## config.mk

```make
export PLATFORM = sky130hd
export DESIGN_NAME = tsh_sqrt
export DESIGN_NICKNAME = d
export VERILOG_FILES = /design/src/hw/rtl/tsh_pkg.sv /design/src/hw/rtl/tsh_sqrt.sv
export SDC_FILE = /design/constraint.sdc
export NUM_CORES = 1
export LEC_CHECK = 0
export BUFFER_PORTS_ARGS = -buffer_cell sky130_fd_sc_hd__buf_2
export CAP_MARGIN = 40
export CORE_AREA = 10 10 166 137
export DETAILED_ROUTE_END_ITERATION = 6
export DIE_AREA = 0 0 176 147
export GPL_TIMING_DRIVEN = 1
export RECOVER_POWER = 100
export SLEW_MARGIN = 20
export SYNTH_ARGS = -nofsm -noshare
export SYNTH_HDL_FRONTEND = slang
export SYNTH_SLANG_ARGS = --single-unit
```

## constraint.sdc

```tcl
create_clock -name clk -period 11.79 [get_ports clk]
set_input_delay 3.537 -clock clk [delete_from_list [all_inputs] [get_ports clk]]
set_output_delay 3.537 -clock clk [all_outputs]
set_load 0.02 [all_outputs]
```

## src/hw/rtl/tsh_pkg.sv

```systemverilog
// ----------------------------------------------------------------------------
// tsh_pkg
// Shared constants and tables for the triangle shape histogram.
// ----------------------------------------------------------------------------
package tsh_pkg;

  localparam int SCALE_BINS = 50;
  localparam int RATIO_BINS = 16;
  localparam int ANGLE_BINS = 32;
  localparam int HIST_DEPTH = SCALE_BINS * RATIO_BINS * ANGLE_BINS;
  localparam int HIST_AW    = $clog2(HIST_DEPTH);

  localparam int COORD_W = 24;
  localparam int SQ_W    = 50;
  localparam int LEN_W   = 25;
  localparam int NUM_W   = 52;
  localparam int DEN_W   = 51;
  localparam int COS_W   = 31;
  localparam int XY_W    = 34;
  localparam int Z_W     = 23;
  localparam int ANG_W   = 21;
  localparam int RAT_W   = 37;
  localparam int SCL_W   = 25;
  localparam int RTR_W   = 20;
  localparam int BIN_W   = 8;
  localparam int CNT_W   = 32;
  localparam int CFG_IW  = 3;

  localparam int DIV_NW  = 62;
  localparam int DIV_DW  = 32;
  localparam int SQRT_IW = 64;
  localparam int SQRT_OW = 32;

  localparam int CORDIC_STEPS = 18;
  localparam int ANG_ONE      = 1048576;
  localparam int ANG_HALF     = 524288;
  localparam int COS_ONE      = 1073741824;

  localparam logic [CFG_IW-1:0] CFG_SCALE_LOW  = 3'd0;
  localparam logic [CFG_IW-1:0] CFG_SCALE_HIGH = 3'd1;
  localparam logic [CFG_IW-1:0] CFG_RATIO_LOW  = 3'd2;
  localparam logic [CFG_IW-1:0] CFG_RATIO_HIGH = 3'd3;

  localparam logic CMD_ACC  = 1'b0;
  localparam logic CMD_READ = 1'b1;

  // atan(2^-i) / pi in Q.20
  function automatic logic [18:0] atan_tab(input logic [4:0] i);
    logic [18:0] v;
    case (i)
      5'd0:    v = 19'd262144;
      5'd1:    v = 19'd154753;
      5'd2:    v = 19'd81767;
      5'd3:    v = 19'd41506;
      5'd4:    v = 19'd20834;
      5'd5:    v = 19'd10427;
      5'd6:    v = 19'd5215;
      5'd7:    v = 19'd2608;
      5'd8:    v = 19'd1304;
      5'd9:    v = 19'd652;
      5'd10:   v = 19'd326;
      5'd11:   v = 19'd163;
      5'd12:   v = 19'd81;
      5'd13:   v = 19'd41;
      5'd14:   v = 19'd20;
      5'd15:   v = 19'd10;
      5'd16:   v = 19'd5;
      5'd17:   v = 19'd3;
      default: v = 19'd0;
    endcase
    return v;
  endfunction

endpackage

```

## src/hw/rtl/tsh_sqrt.sv

```systemverilog
// ----------------------------------------------------------------------------
// tsh_sqrt
// Floor square root, two radicand bits per cycle.
// ----------------------------------------------------------------------------
module tsh_sqrt (
  input  logic                        clk,
  input  logic                        rst,
  input  logic                        start,
  input  logic [tsh_pkg::SQRT_IW-1:0] radicand,
  output logic                        done,
  output logic [tsh_pkg::SQRT_OW-1:0] root
);
  import tsh_pkg::*;

  localparam int CW = $clog2(SQRT_OW);
  localparam int RW = SQRT_OW + 4;

  logic               active;
  logic [CW-1:0]      cnt;
  logic [RW-1:0]      rem;
  logic [SQRT_IW-1:0] rad;
  logic [RW-1:0]      rem_sh;
  logic [RW-1:0]      trial;
  logic               fits;

  assign rem_sh = {rem[RW-3:0], rad[SQRT_IW-1 -: 2]};
  assign trial  = RW'({root, 2'b01});
  assign fits   = rem_sh >= trial;

  always_ff @(posedge clk) begin
    if (rst) begin
      active <= 1'b0;
      done   <= 1'b0;
      cnt    <= '0;
    end else begin
      done <= 1'b0;
      if (start && !active) begin
        active <= 1'b1;
        cnt    <= CW'(SQRT_OW - 1);
        rem    <= '0;
        rad    <= radicand;
        root   <= '0;
      end else if (active) begin
        rad <= rad << 2;
        if (fits) begin
          rem  <= rem_sh - trial;
          root <= {root[SQRT_OW-2:0], 1'b1};
        end else begin
          rem  <= rem_sh;
          root <= {root[SQRT_OW-2:0], 1'b0};
        end
        if (cnt == '0) begin
          active <= 1'b0;
          done   <= 1'b1;
        end else begin
          cnt <= cnt - 1'b1;
        end
      end
    end
  end

endmodule
```

# Word-level counts from Yosys, hierarchy flattened
# Cells that the tools add are included.
totals:
  out_inout_bits: 33
  wordCells: 32
  reg_bits: 137
op_classes:
  bitwise_logic: 2
  eq_ne: 1
  n_lt_le_gt_ge: 1
  reduce_logical: 7
  add_sub_neg: 2
  muxes: 13
op_table:
  columns: ["cell", "n"]
  rows:
  - ["64-bit two-way mux", 2]
  - ["34-bit two-way mux", 2]
  - ["36-bit by 34-bit greater-or-equal comparator with 1-bit output", 1]
  - ["34-bit subtractor", 1]
  - ["32-bit two-way mux", 1]
  - ["5-bit two-way mux", 3]
  - ["5-bit logical NOT", 1]
  - ["1-bit two-way mux", 5]
  - ["5-bit by 1-bit subtractor with 5-bit output, second input constant", 1]
  - ["2-bit AND reduction", 2]
  - ["3-bit OR reduction", 1]
  - ["2-bit inequality test, second input constant", 1]
  - ["1-bit inverter", 2]
  - ["2-bit nonzero test", 1]
  - ["1-bit logical AND", 1]
  - ["1-bit logical NOT", 1]

# Logic depth before layout (Yosys ltp)
logic_depth:
  ltp_word: 4
  depth_mapped: 14

# Worst setup path after synthesis
# Ideal clock, no wire load.
synth_timing:
  path_type: "input port to flip-flop"
  startpoint: "input rst"
  endpoint: "register rad[0] (enable)"
  stages: 2
  slack_ns: 2.036
  arrival_ns: 9.131
  cell_sequence: "clkbuf_1 nor2_1"
synth_between:
  elab_chain_cells: 2
synth_rtl:
  columns: ["item", "line", "source"]
  rows:
  - ["start: declaration", "tsh_sqrt.sv:7", "input logic rst,"]
  - ["1-bit inverter (no source line)", null, null]
  - ["2-bit AND reduction (no source line)", null, null]
  - ["end signal: assignment", "tsh_sqrt.sv:41", "rad <= radicand;"]
  - ["end signal: assignment", "tsh_sqrt.sv:44", "rad <= rad << 2;"]
  - ["end: declaration", "tsh_sqrt.sv:21", "logic [SQRT_IW-1:0] rad;"]
# No other way between the ends.
# A chain may end at the register's enable or synchronous reset.

# Worst setup path in the final report
layout_timing:
  startpoint: "input start"
  endpoint: "register rem[30] (data pin)"
layout_between:
  elab_chain_cells: 1
layout_rtl:
  columns: ["item", "line", "source"]
  rows:
  - ["start: declaration", "tsh_sqrt.sv:8", "input logic start,"]
  - ["1-bit logical AND", "tsh_sqrt.sv:37", "if (start && !active) begin"]
  - ["end signal: assignment", "tsh_sqrt.sv:46", "rem <= rem_sh - trial;"]
  - ["end signal: assignment", "tsh_sqrt.sv:49", "rem <= rem_sh;"]
  - ["end: declaration", "tsh_sqrt.sv:20", "logic [RW-1:0] rem;"]
# No other way between the ends.

==> results.json <==
{
  "vias": 5552,
  "viasPerCell": 4.87,
  "cts_max_path_buffers": 2,
  "ir_drop_v": 0.000107,
  "internal_power_w": 0.00114,
  "place.detailed.hpwl_um": 12000,
  "tns_ns": 0,
  "finalHoldViolations": 0,
  "coreArea_sq_mm": 0.0195,
  "cts_tree": "yes",
  "ant_nets": 0,
  "regArea_sq_mm": 0.00404,
  "setup_slack_ns": 4.04,
  "synth_ff_type": "edfxtp_1",
  "synth_xor_area_frac": 0.0392,
  "synth-simple-area-share": 0.184,
  "power-per-cell-area_mw_per_mm2": 187,
  "holdBufCountCts": 0,
  "synth_warnings": 0,
  "gr-total-overflow": 0,
  "p_comb_frac": 0.275,
  "maxSlewHeadroom": -0.800,
  "syn-cell-area_sq_mm": 0.00759,
  "start_kind": "input pin",
  "htreeDepth": 4,
  "fin_nets": 965,
  "drtIter0Drc": 273,
  "multi_input_area_sq_mm": 0.00316,
  "skew_ns": 0.0103,
  "post_cts_buffers": 0,
  "p_leak_nw": 3.73,
  "synth_compound_area_frac": 0.103,
  "p_sw_frac": 0.312,
  "required_ns": 11.97,
  "synth_area_leaders": "edfxtp_1 51%, nand2_1 10%, ha_1 5.9%",
  "numCtsBuffers": 17,
  "synth_edf_count": 130,
  "gp_routability_congestion": 0.831,
  "synth_mux_area_frac": 0.0316,
  "grt_pass1_vias": 5687,
  "finalNonFillerCells": 1140,
  "finalSetupViolations": 0,
  "netSwitchingPower_w": 0.000517,
  "avgSynthCellArea_sq_um": 9.79,
  "yosysMostFrequentCell": "nand2_1",
  "drcViolationCount": 0,
  "area_growth_pct": 16.8,
  "path_max_fanout": 60,
  "clock-sinks": 137,
  "routed_wl_um": 17100,
  "path_clk_slew_ns": 0.06,
  "num-fill-cells": 1953,
  "ys_async_sr_fraction": 0,
  "first_pass_iters": 4,
  "routedWlPerCell_um": 15.0,
  "seq_power_share": 0.381,
  "dieArea_sq_mm": 0.0259,
  "clkLatencyLatePin_ns": 0.43,
  "post_cts_resize_count": 0,
  "synth_top_cell_area_share": 0.514,
  "antenna_found_initial": 1,
  "synth_fa_ha_area_frac": 0.0593,
  "rows": 46,
  "fmax_ghz": 0.129,
  "status": "complete, but fails checks",
  "worst_slew_pin_slew_ns": 2.70,
  "p_clk_frac": 0.344,
  "ys_ff_latch": 137,
  "yosys.area.top_type": "edfxtp_1",
  "grt_pass1_wl_um": 27900,
  "synth_top_family_by_area": "simple AND/OR/NAND/NOR gates",
  "max_cap_violations": 4,
  "portBuffers": 99,
  "rsz0062_at_grt": "no",
  "dieHeight_um": 147,
  "ys_top_cells_by_count": "209 x nand2_1, 130 x edfxtp_1, 82 x nor2_1, 47 x inv_1, 36 x ha_1",
  "timing.hold.ws_ns": 0.499,
  "start_util": 0.390,
  "ios": 100,
  "ys_seq_area_frac": 0.533,
  "dp_slack_ns": 5.99,
  "grt_start_max_net_pins": 61,
  "synthesis.nets": 879,
  "hp-class": "flop to flop",
  "grt_use_total": 0.132,
  "cts-root-buf": "clkbuf_16",
  "min_period_ns": 7.75,
  "cp.arrival_ns": 7.93,
  "die-width_um": 176,
  "endpoint_kind": "flop",
  "slew_viol_final": 165,
  "drive_gt1_frac": 0.126,
  "synthCells": 776,
  "crit_type": "input pin to flop",
  "violations": "capacitance limit, slew limit",
  "yosysUniqueCellTypes": 60,
  "place_inst": 1106,
  "period_share": 0.657
}
path summary, 6_finish.rpt:
kind	cells past startpoint	slack, ns	startpoint	endpoint
setup / recovery	6	4.04	start	rem[30]$_SDFFCE_PP0P_
hold / removal	1	0.50	cnt[0]$_SDFFE_PP0P_	cnt[0]$_SDFFE_PP0P_
setup reg to reg	5	6.92	active$_SDFF_PP0_	rem[30]$_SDFFCE_PP0P_
hold reg to reg	1	0.50	cnt[0]$_SDFFE_PP0P_	cnt[0]$_SDFFE_PP0P_
registers in the layout (all words and copies together) (netlist names):
signal	count
done	1
rem	34
root	32
cnt	5
active	1
rad	64
power groups by stage:
| stage | clock network, W | logic (W) | registers [W] |
|---|---|---|---|
| 6_report | 0.000571 | 0.000456 | 0.000633 |
| 5_1_grt | 0.000601 | 0.000513 | 0.000639 |
| 4_1_cts | 0.000584 | 0.000463 | 0.000632 |
| 3_5_place_dp | 0 | 0.000460 | 0.000641 |
| 3_3_place_gp | 0 | 0.000448 | 0.000640 |
| 2_1_floorplan | 0 | 0.000355 | 0.000651 |
metal layers:
metal / up-vias / global-route usage / share of wire / routed length, um
li1: 2851 / - / - / -
met1: 2578 / 0.173 / 0.48 / 8240
met2: 117 / 0.197 / 0.45 / 7640
met3: 6 / 0.0510 / 0.066 / 1130
met4: 0 / 0.0377 / 0.0056 / 96
met5: - / 0 / 0 / 0
cells in the final DEF (no fill, tap or decap), types with 10 or more instances in the layout:
cell         n
o21ai_0     15
a21oi_1     35
inv_1       47
xnor2_1     24
clkbuf_16   17
nor2_1      83
nand3_1     10
mux2i_1     24
nand2_1    209
edfxtp_1   130
clkbuf_1    41
buf_2       64
xor2_1      10
ha_1        36
stage by stage:
stage,power [W],cell area (sq um),util
CTS,0.00168,8970,0.461
global route,0.00175,8870,0.456
detailed placement,0.00110,8340,0.429
floorplan,0.00101,7590,-
global placement,0.00109,8260,0.425
finish,0.00166,8870,0.456
cell families after synthesis:
family | Yosys count
buffers and inverters | 87
flip-flops | 137
adder cells (fa/ha/maj) | 36
AO/OA/AOI/OAI | 117
XOR/XNOR | 34
AND/OR/NAND/NOR | 341
multiplexers | 24
cell type report:
type	instances	share of cell area
diodes	1	0.000282
clock buffers	18	0.0495
clock inverters	14	0.0210
inverters	47	0.0199
multi-input cells	552	0.357
flip-flops and latches	137	0.456
well taps	264	0.0372
repair buffers	107	0.0597
worst max-delay path, cell delays in order:
cell and delay, ns:
clkbuf_1 0.11, nor2b_1 0.40, clkbuf_1 0.91, clkbuf_1 1.98, nor2_1 0.56, a32o_1 0.41
No activity file was read; power rests on OpenSTA's default activity.
