$ cat src/hw/rtl/tsh_pkg.sv
// ----------------------------------------------------------------------------
// tsh_pkg
// Shared constants and tables for the triangle shape histogram.
// ----------------------------------------------------------------------------
package tsh_pkg;

  localparam int SCALE_BINS = 50;
  localparam int RATIO_BINS = 16;
  localparam int ANGLE_BINS = 32;
  localparam int HIST_DEPTH = SCALE_BINS * RATIO_BINS * ANGLE_BINS;
  localparam int HIST_AW    = $clog2(HIST_DEPTH);

  localparam int COORD_W = 24;
  localparam int SQ_W    = 50;
  localparam int LEN_W   = 25;
  localparam int NUM_W   = 52;
  localparam int DEN_W   = 51;
  localparam int COS_W   = 31;
  localparam int XY_W    = 34;
  localparam int Z_W     = 23;
  localparam int ANG_W   = 21;
  localparam int RAT_W   = 37;
  localparam int SCL_W   = 25;
  localparam int RTR_W   = 20;
  localparam int BIN_W   = 8;
  localparam int CNT_W   = 32;
  localparam int CFG_IW  = 3;

  localparam int DIV_NW  = 62;
  localparam int DIV_DW  = 32;
  localparam int SQRT_IW = 64;
  localparam int SQRT_OW = 32;

  localparam int CORDIC_STEPS = 18;
  localparam int ANG_ONE      = 1048576;
  localparam int ANG_HALF     = 524288;
  localparam int COS_ONE      = 1073741824;

  localparam logic [CFG_IW-1:0] CFG_SCALE_LOW  = 3'd0;
  localparam logic [CFG_IW-1:0] CFG_SCALE_HIGH = 3'd1;
  localparam logic [CFG_IW-1:0] CFG_RATIO_LOW  = 3'd2;
  localparam logic [CFG_IW-1:0] CFG_RATIO_HIGH = 3'd3;

  localparam logic CMD_ACC  = 1'b0;
  localparam logic CMD_READ = 1'b1;

  // atan(2^-i) / pi in Q.20
  function automatic logic [18:0] atan_tab(input logic [4:0] i);
    logic [18:0] v;
    case (i)
      5'd0:    v = 19'd262144;
      5'd1:    v = 19'd154753;
      5'd2:    v = 19'd81767;
      5'd3:    v = 19'd41506;
      5'd4:    v = 19'd20834;
      5'd5:    v = 19'd10427;
      5'd6:    v = 19'd5215;
      5'd7:    v = 19'd2608;
      5'd8:    v = 19'd1304;
      5'd9:    v = 19'd652;
      5'd10:   v = 19'd326;
      5'd11:   v = 19'd163;
      5'd12:   v = 19'd81;
      5'd13:   v = 19'd41;
      5'd14:   v = 19'd20;
      5'd15:   v = 19'd10;
      5'd16:   v = 19'd5;
      5'd17:   v = 19'd3;
      default: v = 19'd0;
    endcase
    return v;
  endfunction

endpackage

$ cat src/hw/rtl/tsh_div.sv
// ----------------------------------------------------------------------------
// tsh_div
// Restoring unsigned divider, one quotient bit per cycle.
// ----------------------------------------------------------------------------
module tsh_div (
  input  logic                       clk,
  input  logic                       rst,
  input  logic                       start,
  input  logic [tsh_pkg::DIV_NW-1:0] dividend,
  input  logic [tsh_pkg::DIV_DW-1:0] divisor,
  output logic                       done,
  output logic [tsh_pkg::DIV_NW-1:0] quotient
);
  import tsh_pkg::*;

  localparam int CW = $clog2(DIV_NW);

  logic              active;
  logic [CW-1:0]     cnt;
  logic [DIV_DW-1:0] rem;
  logic [DIV_DW-1:0] dvs;
  logic [DIV_NW-1:0] dvd;
  logic [DIV_DW:0]   rem_sh;
  logic              fits;

  assign rem_sh = {rem, dvd[DIV_NW-1]};
  assign fits   = rem_sh >= {1'b0, dvs};

  always_ff @(posedge clk) begin
    if (rst) begin
      active <= 1'b0;
      done   <= 1'b0;
      cnt    <= '0;
    end else begin
      done <= 1'b0;
      if (start && !active) begin
        active   <= 1'b1;
        cnt      <= CW'(DIV_NW - 1);
        rem      <= '0;
        dvs      <= divisor;
        dvd      <= dividend;
        quotient <= '0;
      end else if (active) begin
        dvd <= dvd << 1;
        if (fits) begin
          rem      <= DIV_DW'(rem_sh - {1'b0, dvs});
          quotient <= {quotient[DIV_NW-2:0], 1'b1};
        end else begin
          rem      <= rem_sh[DIV_DW-1:0];
          quotient <= {quotient[DIV_NW-2:0], 1'b0};
        end
        if (cnt == '0) begin
          active <= 1'b0;
          done   <= 1'b1;
        end else begin
          cnt <= cnt - 1'b1;
        end
      end
    end
  end

endmodule

$ cat config.mk
export PLATFORM = sky130hd
export DESIGN_NAME = tsh_div
export DESIGN_NICKNAME = d
export VERILOG_FILES = /design/src/hw/rtl/tsh_pkg.sv /design/src/hw/rtl/tsh_div.sv
export SDC_FILE = /design/constraint.sdc
export NUM_CORES = 1
export LEC_CHECK = 0
export BUFFER_PORTS_ARGS = -buffer_cell sky130_fd_sc_hd__buf_2
export CAP_MARGIN = 20
export CORE_UTILIZATION = 60
export DETAILED_ROUTE_END_ITERATION = 6
export PLACE_DENSITY = 0.84
export SYNTH_ARGS = -nofsm -noshare
export SYNTH_HDL_FRONTEND = slang
export SYNTH_SLANG_ARGS = --single-unit
$ cat constraint.sdc
create_clock -name clk -period 14.05 [get_ports clk]
set_input_delay 2.1075 -clock clk [delete_from_list [all_inputs] [get_ports clk]]
set_output_delay 2.1075 -clock clk [all_outputs]
set_load 0.02 [all_outputs]
Word-level counts from Yosys, hierarchy flattened:

Cells that the tools add are included.

* word-level logic and storage cells: 38
* bits in registers: 196

* mux-type cells: 13
* add/subtract/negate cells: 2
* order comparisons: 1
* eq/ne operators: 1
* reductions and logical operators: 10
* bitwise gates (word level): 3

Operators with widths (count)
* two-way mux 62 bit: 3
* two-way mux 32 bit: 2
* >= comparator 33 x 32 -> 1 bit: 1
* subtractor 32 bit: 1
* two-way mux 6 bit: 3
* AND reduction 2 bit: 4
* zero test 6 bit: 1
* subtractor 6 x 1 -> 6 bit, second input constant: 1
* two-way mux 1 bit: 5
* inverter 1 bit: 3
* OR reduction 3 bit: 1
* != test 2 bit, second input constant: 1
* nonzero test 2 bit: 1
* OR reduction 2 bit: 1
* logical AND 1 bit: 1
* zero test 1 bit: 1

Longest topological paths before layout:

* depth in word-level cells: 4
* depth in mapped cells: 13
* depth with buffers taken out: 11

Least setup slack after synthesis:

No wires, ideal clock.

* path type: input to register
* from: input rst
* to: register dvd[0], enable pin
* stages: 2
* data required time: 13373 ps
* setup time: 677 ps
* path slack: 4562 ps
* arrival: 8811 ps
* path through: clkbuf_1 > nor2_1

* longest elaborated chain between the ends: 2

RTL lines
* start, declared: RTL line tsh_div.sv:7 `input logic rst,`
* inverter 1 bit (no source line)
* AND reduction 2 bit (no source line)
* end signal, assigned: RTL line tsh_div.sv:41 `dvd <= dividend;`
* end signal, assigned: RTL line tsh_div.sv:44 `dvd <= dvd << 1;`
* end, declared: RTL line tsh_div.sv:22 `logic [DIV_NW-1:0] dvd;`

No other way between the ends.
A chain may end at the register's enable or synchronous reset.

Worst setup path after layout:

* from: input rst
* to: register rem[30], enable pin

* longest elaborated chain between the ends: 2

RTL lines
* inverter 1 bit (no source line)
* AND reduction 2 bit (no source line)
* end signal, assigned: RTL line tsh_div.sv:46 `rem <= DIV_DW'(rem_sh - {1'b0, dvs});`
* end signal, assigned: RTL line tsh_div.sv:49 `rem <= rem_sh[DIV_DW-1:0];`
* end, declared: RTL line tsh_div.sv:20 `logic [DIV_DW-1:0] rem;`

No other way between the ends.

==> results_tabular.tex <==
\begin{tabular}{lr}
\hline
Metric & Value \\
\hline
\multicolumn{2}{l}{\textbf{Status}} \\
Outcome & complete, no violations \\
\multicolumn{2}{l}{\textbf{Drt}} \\
Total via count after detailed routing & 6,858 \\
Total met3 wirelength after detailed routing & 1210 µm \\
Met2 routed WL & 9020 µm \\
Wirelength per Cell & 15.5 µm \\
Per-cell via count in the routed design & 5.54 \\
Number of detailed-route iterations in the first pass & 5 \\
DRT met1 WL & 8520 µm \\
Routed wire length & 19,200 µm \\
Max layer used & met4 \\
DRC marker count from the first detailed-route iteration & 634 \\
Routed Antenna Nets & 0 \\
Count of unresolved DRC violations after routing & 0 \\
\multicolumn{2}{l}{\textbf{Worst setup path}} \\
Critical path buffers and inverters & 3 \\
Most common cell type on the critical path & sky130\_fd\_sc\_hd\_\_buf\_4 \\
Cell class contributing the biggest share of worst-path delay & buffers and inverters \\
Largest incremental delay on the critical path & 970 ps \\
Crit path launch type & primary input \\
Critical path peak fanout & 91 \\
Required time at the endpoint of the critical path & 14,110 ps \\
Arr. time, crit path & 4120 ps \\
List of cells traversed by the critical path & buf\_2 > nor2\_4 > buf\_4 > buf\_4 \\
Slowest stage cell on the critical path & sky130\_fd\_sc\_hd\_\_buf\_4 \\
WS Path Type & primary input to flip-flop \\
Critical path endpoint category & flip-flop \\
\multicolumn{2}{l}{\textbf{Clock tree}} \\
Clock sink count & 196 \\
Clock Root Buffer & sky130\_fd\_sc\_hd\_\_clkbuf\_16 \\
Clock latency reported for the late side of the worst-skew pair & 440 ps \\
Clock transition at the register clock pins on the worst setup and hold paths after CTS & 70 ps \\
Number of hold buffers added after CTS & 0 \\
TritonCTS clock tree & built \\
Number of buffers on the longest clock path & 2 \\
H-Tree Depth & 4 \\
Number of clock buffers inserted by TritonCTS & 17 \\
Number of cells upsized or downsized after cts & 0 \\
Buffers inserted by post-CTS timing repair & 0 \\
\multicolumn{2}{l}{\textbf{Yosys}} \\
Number of nets produced by synthesis & 998 \\
Count of yosys warnings during synthesis & 0 \\
Number of flip-flops and latches in the synthesized netlist & 196 \\
Sequential area share after synthesis & 0.605 \\
Async set-reset flop share out of synthesis & 0 \\
Number of distinct library cells after synthesis & 53 \\
Synthesized cell area & 9590 µm² \\
Mapped Avg Cell Area & 11.1 µm² \\
Cells after synthesis & 867 \\
Number of enable-type register cells in the synthesized netlist & 188 \\
Synth Flop Type & sky130\_fd\_sc\_hd\_\_edfxtp\_1 \\
\multicolumn{2}{l}{\textbf{STA}} \\
Fin Clk Skew & 10.6 ps \\
RSZ-0062 raised after global routing & no \\
Final setup violation count & 0 \\
Max Freq & 0.247 GHz \\
Relative slew slack & 0.260 \\
Final worst path period need & 4050 ps \\
Final Hold Fails & 0 \\
Final-layout worst hold slack & 507 ps \\
Accumulated negative setup slack & 0 ps \\
Final slew viol count & 0 \\
Period utilization & 0.288 \\
Worst-Margin Slew & 1110 ps \\
\multicolumn{2}{l}{\textbf{Finish}} \\
Final standard cell utilization of the core & 0.722 \\
Share of layout cells above drive strength 1 & 0.201 \\
Post-Layout Inst Area & 11,100 µm² \\
Final nets & 1,142 \\
Area Growth Syn to Fin & 16.1\% \\
Area used by sequential logic in the layout & 5810 µm² \\
Multi-input logic area & 3480 µm² \\
Fill count & 1,071 \\
\multicolumn{2}{l}{\textbf{Floorplanning}} \\
Initial core utilization & 0.622 \\
IO Pins & 160 \\
DIE HEIGHT & 128 µm \\
Core area & 15,400 µm² \\
Row cnt & 45 \\
Full die area & 16,500 µm² \\
Overall die width & 128 µm \\
\multicolumn{2}{l}{\textbf{GRT}} \\
Pin count of the biggest net entering global routing & 92 \\
All-Layer GR Usage & 0.243 \\
Total congestion overflow after global routing & 0 \\
Global-route wire length before repair & 30,600 µm \\
Number of global-route vias before repair & 6,262 \\
Antenna violations before repair & 3 \\
\multicolumn{2}{l}{\textbf{Power and ir drop}} \\
Max rail drop VDD & 0.0000984 V \\
Leakage power summed over all cells & 0.00476 µW \\
PD cells & 137 nW/µm² \\
\multicolumn{2}{l}{\textbf{Hold path}} \\
Worst hold path type & flip-flop to flip-flop \\
\multicolumn{2}{l}{\textbf{Placement}} \\
Placed wire-length estimate & 12,700 µm \\
Routability-driven placement congestion ratio & 0.874 \\
Post-DP Area & 10,500 µm² \\
Port Buffers & 159 \\
\multicolumn{2}{l}{\textbf{Run}} \\
Number of violations of the max-capacitance limit & 0 \\
\hline
\end{tabular}
-- routing by layer --
metal / vias up / global-route usage
met5: - / 0
met4: 0 / 0.0893
met3: 40 / 0.0486
met2: 259 / 0.384
met1: 3257 / 0.335
li1: 3302 / -
-- worst paths after layout --
path	startpoint	cells past startpoint	end	slack, ps
max	rst	4	rem[30]$_SDFFCE_PP0P_	10000
min	cnt[0]$_SDFFE_PP0P_	1	cnt[0]$_SDFFE_PP0P_	510
min reg2reg	cnt[0]$_SDFFE_PP0P_	1	cnt[0]$_SDFFE_PP0P_	510
max reg2reg	rem[25]$_SDFFCE_PP0P_	10	rem[27]$_SDFFCE_PP0P_	10260
-- state kept, by name, summed over array words and instances (netlist names) --
register  flops
active        1
cnt           6
done          1
dvd          62
dvs          32
quotient     62
rem          32
-- placed cells by master (no fill, tap or decap), drive strengths merged, types with 9 or more instances in the layout --
cell type  netlist  layout
buf             10     164
o21ai           18      18
xnor2           17      17
edfxtp         188     188
nand3            9       9
a211oi          11      11
and2            66      66
o21a             9       9
xor2            15      15
ha              33      33
mux2i           21      21
nor2            50      50
nor3             9       9
nand2          209     209
inv             44      53
clkbuf          29      17
nor2b            9       9
a21o            11      11
a21oi           36      36
-- power breakdown --
group | switching, µW | leakage, µW | total (µW) | internal (µW)
registers | 21.5 | 0.00187 | 729 | 708
clock network | 240 | 0.000286 | 478 | 238
logic | 191 | 0.00260 | 315 | 123
total | 453 | 0.00476 | 1520 | 1070
-- cell usage after synthesis (4+ instances only) --
| cell | n | area [µm²] |
|---|---|---|
| sky130_fd_sc_hd__o21ai_0 | 10 | 50.1 |
| sky130_fd_sc_hd__a21boi_0 | 4 | 30.0 |
| sky130_fd_sc_hd__edfxtp_1 | 188 | 5650 |
| sky130_fd_sc_hd__o21ai_2 | 6 | 52.6 |
| sky130_fd_sc_hd__a211oi_1 | 11 | 82.6 |
| sky130_fd_sc_hd__ha_1 | 33 | 413 |
| sky130_fd_sc_hd__dfxtp_1 | 8 | 160 |
| sky130_fd_sc_hd__nand2_1 | 209 | 785 |
| sky130_fd_sc_hd__a31oi_1 | 7 | 43.8 |
| sky130_fd_sc_hd__nor2_1 | 50 | 188 |
| sky130_fd_sc_hd__xnor2_1 | 17 | 149 |
| sky130_fd_sc_hd__nand3_1 | 9 | 45.0 |
| sky130_fd_sc_hd__a21oi_1 | 36 | 180 |
| sky130_fd_sc_hd__xor2_1 | 15 | 131 |
| sky130_fd_sc_hd__inv_1 | 44 | 165 |
| sky130_fd_sc_hd__o21bai_1 | 6 | 45.0 |
| sky130_fd_sc_hd__nand2b_1 | 5 | 31.3 |
| sky130_fd_sc_hd__nor3_1 | 9 | 45.0 |
| sky130_fd_sc_hd__mux2i_1 | 21 | 210 |
| sky130_fd_sc_hd__nor2b_1 | 9 | 56.3 |
| sky130_fd_sc_hd__o211ai_1 | 4 | 30.0 |
| sky130_fd_sc_hd__clkbuf_1 | 29 | 109 |
| sky130_fd_sc_hd__nand4_1 | 8 | 50.1 |
| sky130_fd_sc_hd__buf_2 | 4 | 20.0 |
| sky130_fd_sc_hd__and3_1 | 4 | 25.0 |
| sky130_fd_sc_hd__and2_1 | 66 | 413 |
| sky130_fd_sc_hd__o21a_1 | 9 | 67.6 |
| sky130_fd_sc_hd__a21o_1 | 11 | 82.6 |
-- stage by stage --
stage          setup slack, ps  power [µW]  instances
6_report                 10000        1520       1238
5_1_grt                   9880        1590       1238
4_1_cts                  10000        1530       1235
3_3_place_gp              9530        1040       1203
3_5_place_dp              9530        1050       1203
2_1_floorplan             4560         978        867
-- kinds of logic after synthesis --
kind of cell	after synthesis	share of synthesized area
AOI/OAI and AO/OA	122	0.0852
xor gates and xnor gates	32	0.0292
adders and majority gates	34	0.0451
buffers and inverters	83	0.0353
DFF	196	0.605
muxes	22	0.0231
and+or+nand+nor	378	0.177
-- final cells by class --
| type | count | area share |
|---|---|---|
| inverters | 44 | 0.0148 |
| well taps | 211 | 0.0237 |
| clock buffers | 17 | 0.0382 |
| diodes | 3 | 0.000674 |
| flip-flops and latches | 196 | 0.521 |
| clock inverters | 15 | 0.0138 |
| repair buffers | 164 | 0.0748 |
| multi-input cells | 588 | 0.313 |
No activity file was read; power rests on OpenSTA's default activity.
